===== config.mk =====
export PLATFORM = sky130hd
export DESIGN_NAME = rspc_ram
export DESIGN_NICKNAME = d
export VERILOG_FILES = /design/src/rspc_ram.sv
export SDC_FILE = /design/constraint.sdc
export NUM_CORES = 1
export LEC_CHECK = 0
export BUFFER_PORTS_ARGS = -buffer_cell sky130_fd_sc_hd__buf_2
export CORE_UTILIZATION = 49
export DETAILED_ROUTE_END_ITERATION = 8
export HOLD_SLACK_MARGIN = 0.05
export PLACE_DENSITY = 0.66
export SYNTH_ARGS = -nofsm -noshare
export SYNTH_HDL_FRONTEND = slang
export SYNTH_SLANG_ARGS = --single-unit

===== constraint.sdc =====
create_clock -name clk -period 5.9 [get_ports clk]
set_clock_uncertainty 0.1 [all_clocks]
set_input_delay 1.18 -clock clk [delete_from_list [all_inputs] [get_ports clk]]
set_output_delay 1.18 -clock clk [all_outputs]
set_load 0.005 [all_outputs]

===== src/rspc_ram.sv =====
// ----------------------------------------------------------------------------
// rspc_ram
// Simple dual port RAM: one write port, one read port, registered read data.
// ----------------------------------------------------------------------------
`default_nettype none

module rspc_ram #(
  parameter int WIDTH = 8,
  parameter int DEPTH = 16
) (
  input  logic                     clk,
  input  logic                     we,
  input  logic [$clog2(DEPTH)-1:0] waddr,
  input  logic [WIDTH-1:0]         wdata,
  input  logic                     re,
  input  logic [$clog2(DEPTH)-1:0] raddr,
  output logic [WIDTH-1:0]         rdata
);

  logic [WIDTH-1:0] mem [DEPTH];

  always_ff @(posedge clk) begin
    if (we) begin
      mem[waddr] <= wdata;
    end
    if (re) begin
      rdata <= mem[raddr];
    end
  end

endmodule

`default_nettype wire


==> summary.md, run 1 <==
| Metric | Value |
|---|---|
| Most area-hungry cell type in the Yosys netlist | edfxtp_1 |
| Synth unique cells | 18 |
| CTS tree | yes |
| Peak VDD IR | 157 µV |
| Max-slew violations | 0 |
| Clock Path Buffers | 2 |
| H-tree levels | 4 |
| Yosys warnings | 0 |
| Crit start category | input port |
| Power Dens Cells | 341 mW/mm² |
| Clock insertion delay at the later pin of the skew report | 0.51 ns |
| Fillers | 739 |
| Drt first pass iters | 5 |
| Number of cells produced by synthesis | about 230 |
| Synth Cell Area | between 0.005 and 0.006 mm² |
| Final setup viols | 0 |
| DRC | 0 |
| LEAKAGE | 1.95 nW |
| Final net count | 285 |
| DP Area | 0.00547 mm² |
| Hold Path Class | flop to flop |
| Avg WL per Cell | 23.3 µm |
| Measured slew at the worst slew-check pin | roughly 1.0 ns |
| CP Capture Type | flop |
| Register area share after synthesis | about four fifths |
| Cell row count | 37 |
| Die W | 105 µm |
| Starting Density | 50.6% |
| Number of max-cap violations | 0 |
| Root Driver | clkbuf_8 |
| Total track usage | 19.1% |
| Hold Vio Cnt, Final | 0 |
| Area share of the largest cell type after synthesis | 78.1% |
| Synth area leaders | edfxtp_1, mux4_2, mux4_1 |
| Main synth FF type | edfxtp_1 |
| DRT Wirelength | 9620 µm |
| 1st-iter DRT viols | about 150 |
| Final period utilization | approximately half |
| I/O pin count | 27 |
| Die Y | about 110 µm |
| Most frequent cells after synthesis | edfxtp_1, mux4_2, a22oi_1 |
| PortBufs | 26 |
| RSZ-0062 raised after global routing | false |
| Arrival @ worst endpoint | 3.01 ns |
| Layout cells sized above 1 | roughly a quarter |
| Peak Freq | 0.348 GHz |
| Worst-path maximum fanout | 32 |
| Clock buffer count from CTS | 17 |
| Post-synth ARST share | 0% |
| RePlAce Congestion | 0.692 |
| TritonCTS Sinks | about 140 |
| Rel. slew slack | a little under a third |
| EDFF count, synth | approximately 140 |
| Syn-to-layout area delta | 13.5% |
| Cts hold-fix bufs | 0 |
| PostCTS Resize Cnt | 0 |
| Worst-path clk slew | ~0.05 ns |
| # diodes | 0 |
| Synth Register Bits | about 140 |
| Finished Cell Area | 0.00593 mm² |
| Post-CTS Setup Bufs | 0 |
| Final HPWL DP | 5760 µm |
| Setup TNS | 0 ns |
| Syn Area/Cell | 22.8 µm² |
| Antenna Nets Post-Route | 0 |
| Worst r2r path cells | 3 |
| WHS Path Cells | 3 |
| Antenna violations before repair | 0 |
| Required time of the worst setup path | 6.04 ns |
| Gr ovfl total | 0 |
| Top-count cell post-synth | edfxtp_1 |
| Status | finished, final reports clean |
| WHS | roughly 0.66 ns |
| First-pass GRT wire length | 14,500 µm |
| Vias post-DR | 2,358 |
| Avg Vias per Cell | ~5.7 |
| Critical path class | input port to flop |
| Tmin final | 2.88 ns |
| Mapped Nets | about 250 |
| Overall die area | 0.0111 mm² |
| Vias in the first global route | 2,423 |
| Core Region | 0.0103 mm² |
| Largest net degree at the start of global routing | 33 |
-- worst max-delay path, stage by stage --
cell and delay (ns):
buf_2 0.76, mux4_2 0.60, a22oi_1 0.33, nand2_1 0.10
-- final timing paths --
path                                 end       start  slack [ns]
worst min register to register  rdata[3]   mem[8][3]        0.66
worst min-delay path            rdata[3]   mem[8][3]        0.66
worst max-delay path            rdata[7]    raddr[0]        3.02
worst max register to register  rdata[7]  mem[11][7]        4.28
-- metrics by stage --
stage | worst slack, ns | power, mW | std cells | utilization [%]
after floorplan | 3.13 | 1.17 | 229 | -
after global placement | 2.47 | 1.21 | 383 | 53.0
after detailed placement | 2.46 | 1.21 | 383 | 53.0
after CTS | 2.99 | 2.03 | 413 | 57.5
after global routing | 2.91 | 2.08 | 413 | 57.5
final | 3.02 | 2.02 | 413 | 57.5
-- state kept, by name, indices dropped and copies added (netlist names) --
signal,count
mem,128
rdata,8
-- layout by cell type, fill, tap and decap left out, types with 4 or more instances in the layout --
| cell | count |
|---|---|
| mux4_2 | 18 |
| mux4_1 | 14 |
| clkinv_1 | 7 |
| clkbuf_16 | 16 |
| nor2_1 | 13 |
| nand2_1 | 9 |
| a22oi_1 | 16 |
| buf_2 | 26 |
| clkbuf_1 | 4 |
| edfxtp_1 | 136 |
-- where the power goes --
| part | leakage (nW) | internal [mW] | switching, mW |
|---|---|---|---|
| Sequential | 1.24 | 1.09 | 0.00568 |
| Clock | 0.228 | 0.497 | 0.337 |
| Combinational | 0.486 | 0.0377 | 0.0550 |
-- cell families after synthesis --
kind of cell,share of synthesized area (%)
mux,14.8
simple gates,3.14
buf+inv,1.65
flops,78.1
compound gates,2.30
-- layout make-up --
class,instances,area [µm²],share of cell area (%)
well taps,136,170,2.87
clock buffers,21,429,7.23
multi-input cells,83,1070,18.0
clock inverters,9,36.3,0.612
flip-flops and latches,136,4080,68.8
repair buffers,28,145,2.45
-- routing by layer --
metal / part of all wire, % / vias up / GRT usage [%]
met3: 6.5 / 10 / 4.33
met4: 1.2 / 0 / 8.35
met1: 42 / 1193 / 26.0
met2: 51 / 99 / 29.9
met5: 0 / - / 0
li1: - / 1056 / -
(Power assumes the default switching activity.)
==> run 2, diff against run 1 <==
Clock period 5.9 ns to 2.9 ns, I/O delays scaled along.
==> summary.md, run 2 (synthesis gave the netlist of run 1 again) <==
| Metric | Value |
|---|---|
| Most flops, register | mem |
| Die W | 105 µm (unchanged) |
| Drt first pass iters | 5 (unchanged) |
| Cts hold-fix bufs | 0 (unchanged) |
| Worst-path maximum fanout | 32 (unchanged) |
| Final HPWL DP | 6160 µm (+7.1%) |
| DRT Wirelength | 9850 µm (+2.5%) |
| Biggest regs | mem (128), rdata (8) |
| Vias in the first global route | 2,516 (+3.8%) |
| R2R setup slack | 1.18 ns (-3.10 ns) |
| Clock share of power | 47.5% (+6.2 points) |
| RePlAce Congestion | 0.725 (+4.7%) |
| Arrival @ worst endpoint | 1.94 ns (-1.07 ns) |
| I/O pin count | 27 (unchanged) |
| Cell row count | 37 (unchanged) |
| Critical path class | input port to flop |
| Overall die area | 0.0111 mm² (unchanged) |
| Antenna violations before repair | 0 (unchanged) |
| # diodes | 0 (unchanged) |
| Setup TNS | 0 ns (unchanged) |
| Peak Freq | 0.560 GHz |
| Measured slew at the worst slew-check pin | 0.724 ns (-0.324 ns) |
| Hold Path Class | input port to flop |
| Layout cells sized above 1 | 29.8% (+5.3 points) |
| Worst-path clk slew | 0.05 ns (about the same) |
| Total track usage | 19.7% (+0.58 points) |
| Comb power frac | 4.3% (-0.3 points) |
| TritonCTS Sinks | 136 (unchanged) |
| Core Util, Final | 60.1% (+2.7 points) |
| Gr ovfl total | 0 (unchanged) |
| Required time of the worst setup path | 3.06 ns (-2.98 ns) |
| DRC | 0 (unchanged) |
| Share of power burned in registers | 48.2% (-6.0 points) |
| Status | finished, final reports clean |
| Clock Path Buffers | 2 (unchanged) |
| Rel. slew slack | 51.6% (+21 points) |
| Final period utilization | 61.5% |
| Starting Density | 50.6% (unchanged) |
| Sw power | 0.855 mW (+110%) |
| WHS | 0.351 ns (-0.309 ns) |
| Avg Vias per Cell | 5.76 (+0.86%) |
| Vias post-DR | 2,482 (+5.3%) |
| Post-CTS Setup Bufs | 0 (unchanged) |
| 1st-iter DRT viols | 134 (-8.8%) |
| Power Dens Cells | 745 mW/mm² (+120%) |
| Pwr Total | 4.62 mW (+130%) |
| Max-slew violations | 0 (unchanged) |
| WHS Path Cells | 1 (-2) |
| Number of max-cap violations | 0 (unchanged) |
| Largest net degree at the start of global routing | 33 (unchanged) |
| Commonest non-fill, non-tap cell in the layout | edfxtp_1 |
| Syn-to-layout area delta | 18.7% |
| Die Y | 105 µm (unchanged) |
| Peak VDD IR | 325 µV (+110%) |
| Tmin final | 1.78 ns |
| Antenna Nets Post-Route | 0 (unchanged) |
| Crit start category | input port |
| PostCTS Resize Cnt | 0 (unchanged) |
| Hold Startpoint | wdata[0] |
| CP Capture Type | flop |
| R2R Path End | rdata[2] |
| Hold worst-path end | mem[5][0] |
| LEAKAGE | 2.11 nW (+8.3%) |
| H-tree levels | 4 (unchanged) |
| CTS tree | yes |
| Number of flip-flops in the largest register | 128 (unchanged) |
| Final setup viols | 0 (unchanged) |
| FF-to-FF Start | mem[1][2] |
| Clock insertion delay at the later pin of the skew report | 0.52 ns (about the same) |
| Final net count | 301 (+5.6%) |
| Switching part of the total | 18.5% (-1.2 points) |
| Avg WL per Cell | 22.9 µm (-1.8%) |
| PortBufs | 26 (unchanged) |
| Worst r2r path cells | 3 (unchanged) |
| Core Region | 0.0103 mm² (unchanged) |
| Clock buffer count from CTS | 17 (unchanged) |
| First-pass GRT wire length | 14,900 µm (+2.7%) |
| Commonest non-fill, non-tap cells in the layout | edfxtp_1, buf_2, mux4_2 |
| Hold Vio Cnt, Final | 0 (unchanged) |
| RSZ-0062 raised after global routing | false |
| Root Driver | clkbuf_8 |
| Pint | 3.77 mW (+130%) |
==> run 2: cell types whose count changed in the layout (fill, tap and decap cells not counted), sizes merged <==
| cell | change |
|---|---|
| buf | +16 |
| bufinv | +5 |
| clkinv | -2 |
| clkbuf | -1 |
==> run 2: layout make-up <==
class | count | area [µm²]
tap | 136 | 170
sequential | 136 | 4080
multi-input combinational | 83 | 1060
fill | 699 | 4120
timing repair buffer | 44 | 290
clock inverter | 12 | 180
clock buffer | 20 | 425
==> run 2: critical path, cell delays in order <==
cell	delay [ns]
buf_2	0.10
buf_12	0.24
mux4_1	0.61
a22oi_1	0.33
nand2_1	0.08
==> run 2: metrics by stage <==
| step | cells | instance area (µm²) | setup slack [ns] |
|---|---|---|---|
| 3_3_place_gp | 399 | 5600 | 0.589 |
| 3_5_place_dp | 399 | 5600 | 0.589 |
| 6_report | 431 | 6210 | 1.12 |
| 4_1_cts | 431 | 6210 | 1.11 |
| 2_1_floorplan | 229 | 5230 | 0.727 |
| 5_1_grt | 431 | 6210 | 1.06 |
==> run 2: metal layers <==
layer	part of all wire [%]	vias to the layer above	GRT usage (%)
met5	0	-	0
met2	48	93	29.4
met4	3.1	0	10.2
met1	42	1275	26.6
li1	-	1090	-
met3	6.0	24	5.57
==> run 2: how the worst max path moves through the flow <==
stage	startpoint	to	slack (ns)	depth (start not counted)
6_report	raddr[0]	rdata[2]	1.12	5
2_1_floorplan	waddr[2]	mem[0][0]	0.73	2
5_1_grt	raddr[0]	rdata[2]	1.06	5
4_1_cts	rdata[2]	rdata[2]	1.11	1
3_3_place_gp	raddr[0]	rdata[3]	0.59	5
3_5_place_dp	raddr[0]	rdata[3]	0.59	5
==> run 2: power by group through the flow <==
| stage | registers [mW] | clock network [mW] | logic, mW |
|---|---|---|---|
| floorplan | 2.26 | 0 | 0.112 |
| global placement | 2.27 | 0 | 0.198 |
| detailed placement | 2.27 | 0 | 0.201 |
| CTS | 2.23 | 2.22 | 0.201 |
| global route | 2.23 | 2.30 | 0.215 |
| finish | 2.23 | 2.20 | 0.198 |
